<file path="config.mk">
export PLATFORM = sky130hd
export DESIGN_NAME = range_keeping_mode_controller_top
export DESIGN_NICKNAME = d
export VERILOG_FILES = /design/src/hdl/rkmc_pkg.sv /design/src/hdl/range_keeping_mode_controller_top.sv /design/src/hdl/rkmc_datapath.sv
export SDC_FILE = /design/constraint.sdc
export NUM_CORES = 2
export LEC_CHECK = 0
export BUFFER_PORTS_ARGS = -buffer_cell sky130_fd_sc_hd__clkbuf_2
export CAP_MARGIN = 20
export CORE_UTILIZATION = 48
export DETAILED_ROUTE_END_ITERATION = 7
export SYNTH_ARGS = -nofsm -noshare
export SYNTH_HDL_FRONTEND = slang
export SYNTH_HIERARCHICAL = 1
export SYNTH_SLANG_ARGS = --single-unit
</file>
<file path="constraint.sdc">
create_clock -name clk -period 28.5 [get_ports clk]
set_input_delay 0 -clock clk [delete_from_list [all_inputs] [get_ports clk]]
set_output_delay 0 -clock clk [all_outputs]
set_load 0.01 [all_outputs]
</file>
<file path="src/hdl/rkmc_pkg.sv">
package rkmc_pkg;

  // Field widths
  localparam int COORD_W   = 24;
  localparam int RANGE_W   = 25;
  localparam int WEIGHT_W  = 16;
  localparam int CFG_IDX_W = 2;

  // Derived datapath widths
  localparam int DIFF_W    = COORD_W;           // |a - b| of two coordinates
  localparam int SQ_W      = 2 * DIFF_W;        // one square
  localparam int SUM_W     = SQ_W + 1;          // sum of two squares
  localparam int ROOT_W    = COORD_W + 1;       // root of the padded radicand
  localparam int RAD_W     = 2 * ROOT_W;        // radicand, even number of bits
  localparam int REM_W     = ROOT_W + 2;        // square root remainder
  localparam int NUM_W     = WEIGHT_W + RANGE_W;
  localparam int Q_W       = WEIGHT_W;

  // Iteration counts of the two loops
  localparam int SQRT_ITER = ROOT_W;
  localparam int DIV_ITER  = Q_W;
  localparam int LOOP_MAX  = ((SQRT_ITER > DIV_ITER) ? SQRT_ITER : DIV_ITER) - 1;
  localparam int LOOP_W    = $clog2(LOOP_MAX + 1);

  // Program counter
  localparam int PC_W = 4;

  typedef enum logic [1:0] {
    MODE_IDLE   = 2'd0,
    MODE_ESCAPE = 2'd1,
    MODE_CHASE  = 2'd2
  } mode_t;

  typedef enum logic [CFG_IDX_W-1:0] {
    REG_RANGE_MIN = 2'd0,
    REG_RANGE_MAX = 2'd1,
    REG_HALFWAY   = 2'd2,
    REG_WEIGHT    = 2'd3
  } reg_idx_t;

  typedef struct packed {
    logic signed [COORD_W-1:0] own_x;
    logic signed [COORD_W-1:0] own_y;
    logic signed [COORD_W-1:0] target_x;
    logic signed [COORD_W-1:0] target_y;
  } in_t;

  typedef struct packed {
    mode_t                mode;
    logic                 active;
    logic [RANGE_W-1:0]   range;
    logic [WEIGHT_W-1:0]  priority_res;
  } out_t;

  typedef struct packed {
    logic [RANGE_W-1:0]  lo_bound;
    logic [RANGE_W-1:0]  hi_bound;
    logic                halfway_enable;
    logic [WEIGHT_W-1:0] priority_weight;
  } cfg_t;

  // Datapath operations
  typedef enum logic [3:0] {
    OP_NONE,
    OP_LOAD,
    OP_MUL_X,
    OP_ACC_LOAD,
    OP_MUL_Y,
    OP_ACC_ADD,
    OP_SQRT_INIT,
    OP_SQRT_STEP,
    OP_RANGE,
    OP_MODE,
    OP_PMUL,
    OP_PCHK,
    OP_DIV_STEP,
    OP_DIV_END,
    OP_OUT
  } op_t;

  // Jump conditions
  typedef enum logic [2:0] {
    J_NONE,
    J_ALWAYS,
    J_NO_INPUT,
    J_LOOP,
    J_PRI_DONE,
    J_OUT_FULL
  } cond_t;

  // Loop counter loads
  typedef enum logic [1:0] {
    CNT_NONE,
    CNT_SQRT,
    CNT_DIV
  } cnt_t;

  typedef struct packed {
    op_t             op;
    cond_t           cond;
    cnt_t            cnt;
    logic [PC_W-1:0] target;
  } ctrl_t;

  typedef struct packed {
    logic pri_done;
  } stat_t;

  // Step addresses
  localparam logic [PC_W-1:0] S_WAIT = 4'd0;
  localparam logic [PC_W-1:0] S_MULX = 4'd1;
  localparam logic [PC_W-1:0] S_ACCX = 4'd2;
  localparam logic [PC_W-1:0] S_MULY = 4'd3;
  localparam logic [PC_W-1:0] S_ACCY = 4'd4;
  localparam logic [PC_W-1:0] S_SQI  = 4'd5;
  localparam logic [PC_W-1:0] S_SQS  = 4'd6;
  localparam logic [PC_W-1:0] S_RNG  = 4'd7;
  localparam logic [PC_W-1:0] S_MODE = 4'd8;
  localparam logic [PC_W-1:0] S_PMUL = 4'd9;
  localparam logic [PC_W-1:0] S_PCHK = 4'd10;
  localparam logic [PC_W-1:0] S_PBR  = 4'd11;
  localparam logic [PC_W-1:0] S_DIV  = 4'd12;
  localparam logic [PC_W-1:0] S_DEND = 4'd13;
  localparam logic [PC_W-1:0] S_OUT  = 4'd14;
  localparam logic [PC_W-1:0] S_BACK = 4'd15;

  // Microcode ROM: a true condition jumps to target, otherwise the next step
  function automatic ctrl_t ucode(input logic [PC_W-1:0] pc);
    ctrl_t w;
    unique case (pc)
      S_WAIT: w = '{op: OP_LOAD,      cond: J_NO_INPUT, cnt: CNT_NONE, target: S_WAIT};
      S_MULX: w = '{op: OP_MUL_X,     cond: J_NONE,     cnt: CNT_NONE, target: S_WAIT};
      S_ACCX: w = '{op: OP_ACC_LOAD,  cond: J_NONE,     cnt: CNT_NONE, target: S_WAIT};
      S_MULY: w = '{op: OP_MUL_Y,     cond: J_NONE,     cnt: CNT_NONE, target: S_WAIT};
      S_ACCY: w = '{op: OP_ACC_ADD,   cond: J_NONE,     cnt: CNT_NONE, target: S_WAIT};
      S_SQI:  w = '{op: OP_SQRT_INIT, cond: J_NONE,     cnt: CNT_SQRT, target: S_WAIT};
      S_SQS:  w = '{op: OP_SQRT_STEP, cond: J_LOOP,     cnt: CNT_NONE, target: S_SQS};
      S_RNG:  w = '{op: OP_RANGE,     cond: J_NONE,     cnt: CNT_NONE, target: S_WAIT};
      S_MODE: w = '{op: OP_MODE,      cond: J_NONE,     cnt: CNT_NONE, target: S_WAIT};
      S_PMUL: w = '{op: OP_PMUL,      cond: J_NONE,     cnt: CNT_NONE, target: S_WAIT};
      S_PCHK: w = '{op: OP_PCHK,      cond: J_NONE,     cnt: CNT_DIV,  target: S_WAIT};
      S_PBR:  w = '{op: OP_NONE,      cond: J_PRI_DONE, cnt: CNT_NONE, target: S_OUT};
      S_DIV:  w = '{op: OP_DIV_STEP,  cond: J_LOOP,     cnt: CNT_NONE, target: S_DIV};
      S_DEND: w = '{op: OP_DIV_END,   cond: J_NONE,     cnt: CNT_NONE, target: S_WAIT};
      S_OUT:  w = '{op: OP_OUT,       cond: J_OUT_FULL, cnt: CNT_NONE, target: S_OUT};
      S_BACK: w = '{op: OP_NONE,      cond: J_ALWAYS,   cnt: CNT_NONE, target: S_WAIT};
    endcase
    return w;
  endfunction

endpackage

</file>
<file path="src/hdl/range_keeping_mode_controller_top.sv">
// Channel | Signals                                   | Transfer when
// --------+-------------------------------------------+------------------------
// in      | in_valid, in_stall, in_data (in_t)        | in_valid && !in_stall
// out     | out_valid, out_stall, out_data (out_t)    | out_valid && !out_stall
// cfg     | cfg_valid, cfg_ready, cfg_index, cfg_data | cfg_valid && cfg_ready
//
// One item at a time: the input stays stalled from transfer until the sequencer is
// back at its wait step. How long that takes is set by the 25-step square root loop
// and, when the priority needs a divide, the 16-step divide loop of the sequencer.
// Synchronous reset clears the sequencer, the output flag, the held mode and the
// configuration registers to their reset values. An output stall holds the sequencer at the
// output step only while the previous result is still waiting.
module range_keeping_mode_controller_top (
  input  logic                             clk,
  input  logic                             rst,
  input  logic                             in_valid,
  output logic                             in_stall,
  input  rkmc_pkg::in_t                    in_data,
  output logic                             out_valid,
  input  logic                             out_stall,
  output rkmc_pkg::out_t                   out_data,
  input  logic                             cfg_valid,
  output logic                             cfg_ready,
  input  logic [rkmc_pkg::CFG_IDX_W-1:0]   cfg_index,
  input  logic [rkmc_pkg::RANGE_W-1:0]     cfg_data
);

  // Sequencer state
  logic [rkmc_pkg::PC_W-1:0]   pc;
  logic [rkmc_pkg::PC_W-1:0]   pc_next;
  logic [rkmc_pkg::LOOP_W-1:0] cnt;
  logic [rkmc_pkg::LOOP_W-1:0] cnt_next;
  logic                        out_full;

  rkmc_pkg::ctrl_t word;
  rkmc_pkg::op_t   op_eff;
  rkmc_pkg::cfg_t  cfg;
  rkmc_pkg::out_t  res;
  rkmc_pkg::stat_t status;
  logic            hold;
  logic            take;
  logic            out_xfer;

  assign word      = rkmc_pkg::ucode(pc);
  assign in_stall  = (pc != rkmc_pkg::S_WAIT);
  assign out_valid = out_full;
  assign out_xfer  = out_valid && !out_stall;
  assign cfg_ready = 1'b1;

  // Waiting steps do no work
  assign hold   = (word.cond == rkmc_pkg::J_NO_INPUT && !in_valid) ||
                  (word.cond == rkmc_pkg::J_OUT_FULL && out_full);
  assign op_eff = hold ? rkmc_pkg::OP_NONE : word.op;

  // Jump decision
  always_comb begin
    unique case (word.cond)
      rkmc_pkg::J_NONE:     take = 1'b0;
      rkmc_pkg::J_ALWAYS:   take = 1'b1;
      rkmc_pkg::J_NO_INPUT: take = !in_valid;
      rkmc_pkg::J_LOOP:     take = (cnt != '0);
      rkmc_pkg::J_PRI_DONE: take = status.pri_done;
      rkmc_pkg::J_OUT_FULL: take = out_full;
      default:              take = 1'b0;
    endcase
    pc_next = take ? word.target : pc + 1'b1;
  end

  // Loop counter
  always_comb begin
    unique case (word.cnt)
      rkmc_pkg::CNT_SQRT: cnt_next = rkmc_pkg::LOOP_W'(rkmc_pkg::SQRT_ITER - 1);
      rkmc_pkg::CNT_DIV:  cnt_next = rkmc_pkg::LOOP_W'(rkmc_pkg::DIV_ITER - 1);
      default: begin
        if (word.cond == rkmc_pkg::J_LOOP && cnt != '0) begin
          cnt_next = cnt - 1'b1;
        end else begin
          cnt_next = cnt;
        end
      end
    endcase
  end

  always_ff @(posedge clk) begin
    if (rst) begin
      pc       <= rkmc_pkg::S_WAIT;
      cnt      <= '0;
      out_full <= 1'b0;
    end else begin
      pc  <= pc_next;
      cnt <= cnt_next;
      if (op_eff == rkmc_pkg::OP_OUT) begin
        out_full <= 1'b1;
      end else if (out_xfer) begin
        out_full <= 1'b0;
      end
    end
  end

  // Output register
  always_ff @(posedge clk) begin
    if (op_eff == rkmc_pkg::OP_OUT) begin
      out_data <= res;
    end
  end

  // Configuration registers
  always_ff @(posedge clk) begin
    if (rst) begin
      cfg.lo_bound        <= '0;
      cfg.hi_bound        <= '0;
      cfg.halfway_enable  <= 1'b1;
      cfg.priority_weight <= rkmc_pkg::WEIGHT_W'(256);
    end else if (cfg_valid && cfg_ready) begin
      unique case (cfg_index)
        rkmc_pkg::REG_RANGE_MIN: cfg.lo_bound        <= cfg_data;
        rkmc_pkg::REG_RANGE_MAX: cfg.hi_bound        <= cfg_data;
        rkmc_pkg::REG_HALFWAY:   cfg.halfway_enable  <= cfg_data[0];
        rkmc_pkg::REG_WEIGHT:    cfg.priority_weight <= cfg_data[rkmc_pkg::WEIGHT_W-1:0];
        default: begin
        end
      endcase
    end
  end

  rkmc_datapath u_datapath (
    .clk     (clk),
    .rst     (rst),
    .op      (op_eff),
    .cfg     (cfg),
    .in_data (in_data),
    .res     (res),
    .status  (status)
  );

endmodule

</file>
<file path="src/hdl/rkmc_datapath.sv">
module rkmc_datapath (
  input  logic           clk,
  input  logic           rst,
  input  rkmc_pkg::op_t  op,
  input  rkmc_pkg::cfg_t cfg,
  input  rkmc_pkg::in_t  in_data,
  output rkmc_pkg::out_t res,
  output rkmc_pkg::stat_t status
);

  localparam int CW     = rkmc_pkg::COORD_W;
  localparam int CMP_W  = (rkmc_pkg::ROOT_W > rkmc_pkg::RANGE_W) ?
                          rkmc_pkg::ROOT_W : rkmc_pkg::RANGE_W;
  localparam logic [rkmc_pkg::RANGE_W-1:0] RANGE_ALL = '1;

  // Payload registers
  logic [rkmc_pkg::DIFF_W-1:0]   dx;
  logic [rkmc_pkg::DIFF_W-1:0]   dy;
  logic [rkmc_pkg::SQ_W-1:0]     prod;
  logic [rkmc_pkg::SUM_W-1:0]    acc;
  logic [rkmc_pkg::RAD_W-1:0]    rad;
  logic [rkmc_pkg::REM_W-1:0]    srem;
  logic [rkmc_pkg::ROOT_W-1:0]   root;
  logic [rkmc_pkg::RANGE_W-1:0]  rng;
  logic [rkmc_pkg::RANGE_W-1:0]  diff;
  logic [rkmc_pkg::NUM_W-1:0]    num;
  logic [rkmc_pkg::NUM_W-1:0]    drem;
  logic [rkmc_pkg::NUM_W-1:0]    dsh;
  logic [rkmc_pkg::Q_W-1:0]      quo;
  logic [rkmc_pkg::WEIGHT_W-1:0] pri;

  // Control state
  rkmc_pkg::mode_t cur_mode;
  logic            pri_done;

  // Coordinate differences
  logic signed [CW:0] dxs;
  logic signed [CW:0] dys;
  logic [rkmc_pkg::DIFF_W-1:0] mul_a;

  // Square root step
  logic [rkmc_pkg::REM_W-1:0] cand;
  logic [rkmc_pkg::REM_W-1:0] trial;

  // Mode and priority
  logic [rkmc_pkg::RANGE_W:0]   twice_mark;
  logic [rkmc_pkg::RANGE_W:0]   twice_rng;
  rkmc_pkg::mode_t              mode_next;
  logic [rkmc_pkg::RANGE_W-1:0] den;
  logic [rkmc_pkg::NUM_W-1:0]   den_full;

  always_comb begin
    dxs = {in_data.target_x[CW-1], in_data.target_x} - {in_data.own_x[CW-1], in_data.own_x};
    dys = {in_data.target_y[CW-1], in_data.target_y} - {in_data.own_y[CW-1], in_data.own_y};
  end

  assign mul_a = (op == rkmc_pkg::OP_MUL_Y) ? dy : dx;

  assign cand  = {srem[rkmc_pkg::REM_W-3:0], rad[rkmc_pkg::RAD_W-1 -: 2]};
  assign trial = {root, 2'b01};

  assign twice_mark = {1'b0, cfg.lo_bound} + {1'b0, cfg.hi_bound};
  assign twice_rng  = {rng, 1'b0};

  // Next mode from range and held mode
  always_comb begin
    if (!cfg.halfway_enable && rng >= cfg.lo_bound && rng <= cfg.hi_bound) begin
      mode_next = rkmc_pkg::MODE_IDLE;
    end else if (cfg.halfway_enable &&
                 ((twice_rng > twice_mark && cur_mode == rkmc_pkg::MODE_ESCAPE) ||
                  (twice_rng < twice_mark && cur_mode == rkmc_pkg::MODE_CHASE))) begin
      mode_next = rkmc_pkg::MODE_IDLE;
    end else if (rng < cfg.lo_bound || cur_mode == rkmc_pkg::MODE_ESCAPE) begin
      mode_next = rkmc_pkg::MODE_ESCAPE;
    end else if (rng > cfg.hi_bound || cur_mode == rkmc_pkg::MODE_CHASE) begin
      mode_next = rkmc_pkg::MODE_CHASE;
    end else begin
      mode_next = rkmc_pkg::MODE_IDLE;
    end
  end

  // Band width; only used when the upper bound is above the lower one
  assign den      = cfg.hi_bound - cfg.lo_bound;
  assign den_full = {den, {rkmc_pkg::Q_W{1'b0}}};

  // Held mode and priority-settled flag
  always_ff @(posedge clk) begin
    if (rst) begin
      cur_mode <= rkmc_pkg::MODE_IDLE;
      pri_done <= 1'b0;
    end else begin
      if (op == rkmc_pkg::OP_MODE) begin
        cur_mode <= mode_next;
      end
      if (op == rkmc_pkg::OP_PCHK) begin
        pri_done <= (cur_mode == rkmc_pkg::MODE_IDLE) || (rng > cfg.hi_bound) ||
                    (cfg.hi_bound == cfg.lo_bound) || (num == '0) ||
                    (cfg.hi_bound < cfg.lo_bound) || (num >= den_full);
      end
    end
  end

  // Datapath registers
  always_ff @(posedge clk) begin
    unique case (op)
      rkmc_pkg::OP_LOAD: begin
        dx <= dxs[CW] ? rkmc_pkg::DIFF_W'(-dxs) : rkmc_pkg::DIFF_W'(dxs);
        dy <= dys[CW] ? rkmc_pkg::DIFF_W'(-dys) : rkmc_pkg::DIFF_W'(dys);
      end
      rkmc_pkg::OP_MUL_X, rkmc_pkg::OP_MUL_Y: begin
        prod <= mul_a * mul_a;
      end
      rkmc_pkg::OP_ACC_LOAD: begin
        acc <= rkmc_pkg::SUM_W'(prod);
      end
      rkmc_pkg::OP_ACC_ADD: begin
        acc <= acc + rkmc_pkg::SUM_W'(prod);
      end
      rkmc_pkg::OP_SQRT_INIT: begin
        rad  <= rkmc_pkg::RAD_W'(acc);
        srem <= '0;
        root <= '0;
      end
      // One root bit per step
      rkmc_pkg::OP_SQRT_STEP: begin
        rad <= {rad[rkmc_pkg::RAD_W-3:0], 2'b00};
        if (cand >= trial) begin
          srem <= cand - trial;
          root <= {root[rkmc_pkg::ROOT_W-2:0], 1'b1};
        end else begin
          srem <= cand;
          root <= {root[rkmc_pkg::ROOT_W-2:0], 1'b0};
        end
      end
      // Saturate the root to the range field
      rkmc_pkg::OP_RANGE: begin
        rng <= (CMP_W'(root) > CMP_W'(RANGE_ALL)) ? RANGE_ALL :
               rkmc_pkg::RANGE_W'(root);
      end
      rkmc_pkg::OP_MODE: begin
        diff <= cfg.hi_bound - rng;
      end
      rkmc_pkg::OP_PMUL: begin
        num <= cfg.priority_weight * diff;
      end
      // Settle the special cases, or set up the divide
      rkmc_pkg::OP_PCHK: begin
        drem <= num;
        dsh  <= rkmc_pkg::NUM_W'({den, {(rkmc_pkg::Q_W-1){1'b0}}});
        quo  <= '0;
        if (cur_mode == rkmc_pkg::MODE_IDLE) begin
          pri <= '0;
        end else if (rng > cfg.hi_bound || cfg.hi_bound == cfg.lo_bound) begin
          pri <= cfg.priority_weight;
        end else if (num == '0 || cfg.hi_bound < cfg.lo_bound) begin
          pri <= '0;
        end else if (num >= den_full) begin
          pri <= '1;
        end
      end
      // Restoring divide, one quotient bit per step
      rkmc_pkg::OP_DIV_STEP: begin
        dsh <= dsh >> 1;
        if (drem >= dsh) begin
          drem <= drem - dsh;
          quo  <= {quo[rkmc_pkg::Q_W-2:0], 1'b1};
        end else begin
          quo  <= {quo[rkmc_pkg::Q_W-2:0], 1'b0};
        end
      end
      rkmc_pkg::OP_DIV_END: begin
        pri <= quo;
      end
      default: begin
      end
    endcase
  end

  always_comb begin
    res.mode         = cur_mode;
    res.active       = (cur_mode != rkmc_pkg::MODE_IDLE);
    res.range        = rng;
    res.priority_res = pri;
  end

  assign status.pri_done = pri_done;

endmodule
</file>
==> results.toml <==
[run_status]
status = "complete, no violations"

[cts]
ctsResizeCount = 0
root_buffer = "clkbuf_16"
clkSlewWorstSetupHoldPaths_ps = 60
cts_tree = "yes"
cts_made_buffers = 68
cts_sinks = 584
cts_buffer_depth = 3
clk_latency_ps = 670
h-tree-depth = 3

[synthesis]
synth_nets = 8554
yosys_most_used_dff = "edfxtp_1"
synth_cell_types = 101
yosysSeqAreaShare_pct = 25.5
synthTopCellsByArea = "fa_1, edfxtp_1, ha_1"
yosysMostFrequentCell = "inv_1"
synthArstFlopShare_pct = 0
syn_area_per_cell_um2 = 9.21
syn_inst = 7070
synth.cell_area_um2 = 65100
synth_top_cells_by_count = "inv_1, nand2_1, fa_1, ha_1, edfxtp_1"
synth-edff-count = 492
ys_ff_latch = 584
yosys.area.top_type_share_pct = 23.1
synth_top_area_cell = "fa_1"
yosysWarnings = 6

[drt]
drt_iter0_markers = 3067
drc = 0
routedWlPerCell_um = 19.9
vias_per_cell = 5.52
routed_wl_um = 178000
postRouteAntennaNets = 0
vias = 49500
first_pass_iters = 6

[run]
maxCapViolations = 0

[worst_setup_path]
critPathArrivalTime_ps = 11410
cp_common_cell = "fa_1"
critical-path-slowest-cell = "clkinv_1"
worstPathMaxFanout = 29
required_ps = 28900
max_stage_delay_ps = 890
start_kind = "flip-flop"
cp-end-kind = "flip-flop"
critPathKind = "flip-flop to flip-flop"

[finish]
drive_above_1_share_pct = 6.13
fin_area_um2 = 70400
num_antenna_cells = 0
nets = 8624
synthToLayoutAreaGrowth_pct = 8.13
fin_util_pct = 52.6

[global_route]
gr-usage-all-layers_pct = 26.5
grt_pass1_wl_um = 283000
grt_max_degree = 104
gr-total-overflow = 0
antenna_found_initial = 4
grt_pass1_vias = 50900

[timing]
finalSetupViolCount = 0
rsz0062_at_grt = "no"
relSlewSlack_pct = 32.8
tightest_slew_ps = 1010
finalCriticalPeriod_ps = 11010
finalHoldViolCount = 0
period_share_pct = 38.6
fmax_ghz = 0.0908
report.final.slew_viol_count = 0
tns_ps = 0
finClkSkew_ps = 31.7

[die]
dieHeight_um = 370
die_w_um = 370
die-area_um2 = 137000
ios = 175
start_util_pct = 48.6
core_area_um2 = 134000
rows = 134

[place]
placed_area_um2 = 67700
detailed_place_hpwl_um = 139000
routabilityCongestion = 0.935
io_buffers = 173

[worst_hold_path]
hp-class = "input port to flip-flop"
==> placed cells by master (no fill, tap or decap), drive strengths merged, types with 18 or more instances in the layout <==
cell,count
xor2,100
a21oi,370
and3,29
or3,23
ha,606
mux2,22
o21bai,46
a221o,21
nand2,1047
a211oi,32
edfxtp,492
o31ai,48
nor3b,18
mux2i,21
and2,152
xnor2,213
fa,750
inv,1212
a31oi,33
dfxtp,92
nand4,65
buf,57
nor3,78
nand3,95
clkinv,35
o211ai,26
dlygate4sd3,40
o21a,52
clkbuf,255
nor4,30
a21o,160
a21boi,18
o21ai,293
nand2b,46
nor2b,49
nor2,371
==> layout make-up <==
| cell class | count | area, um^2 |
|---|---|---|
| Sequential cell | 584 | 16600 |
| Timing Repair Buffer | 269 | 1710 |
| Multi-Input combinational cell | 5000 | 43000 |
| Inverter | 1217 | 4570 |
| Tap cell | 1768 | 2210 |
| Fill cell | 12300 | 63500 |
| Clock buffer | 83 | 1840 |
| Clock inverter | 42 | 453 |
==> worst max-delay path: cells and delay by family (launching register included) <==
family / cells / cell delay [ps]
compound gates: 7 / 2390
xor+xnor: 1 / 140
fa+ha+maj: 8 / 3560
buf+inv: 5 / 1450
flops: 1 / 400
mux: 1 / 770
simple gates: 8 / 1990
==> per-layer routing <==
| metal | wire length, um | track usage (%) |
|---|---|---|
| met3 | 8310 | 3.10 |
| met1 | 72300 | 32.5 |
| met4 | 9600 | 12.5 |
| met5 | 0 | 0 |
| met2 | 88100 | 46.4 |
==> through the flow <==
stage / setup WS (ps) / std cells / hold WS, ps
after global routing: 16690 / 8963 / 73.1
after CTS: 17490 / 8962 / 17.9
final: 17490 / 8963 / 38.6
after floorplan: 19040 / 7070 / 72.8
after global placement: 17740 / 8796 / 248
after detailed placement: 17550 / 8797 / 253
==> kinds of logic after synthesis <==
logic type | after synthesis | share of synthesized area [%]
mux | 43 | 0.703
buf+inv | 1486 | 8.60
fa+ha+maj | 1356 | 34.7
xor+xnor | 313 | 4.21
compound gates | 1225 | 11.9
flops | 584 | 25.5
simple gates | 2062 | 14.3
other cells | 1 | 0.00576
==> state kept, by name (all words and copies together) (netlist names), 40 cells and up <==
register and count:
u_datapath/drem 41, u_datapath/num 41, out_data 44, u_datapath/dsh 40
u_datapath/rad 50, u_datapath/acc 49, u_datapath/prod 47, cfg 67
==> timing repair <==
action                     4_1_cts  5_1_grt
buffers inserted                 0        0
setup endpoints to repair        0        0
hold buffers                    40        0
hold endpoints to repair        77        0
==> worst paths after layout <==
path	start	depth (start not counted)	end	slack (ps)
max	word[7]	30	u_datapath/prod[46]	17490
min	in_data[71]	5	u_datapath/dy[23]	40
max reg2reg	word[7]	30	u_datapath/prod[46]	17490
min reg2reg	u_datapath/pri[6]	0	out_data[6]	420
Power is not shown: default switching activity piles up to over one toggle a cycle in this logic, so the estimate is an artifact.
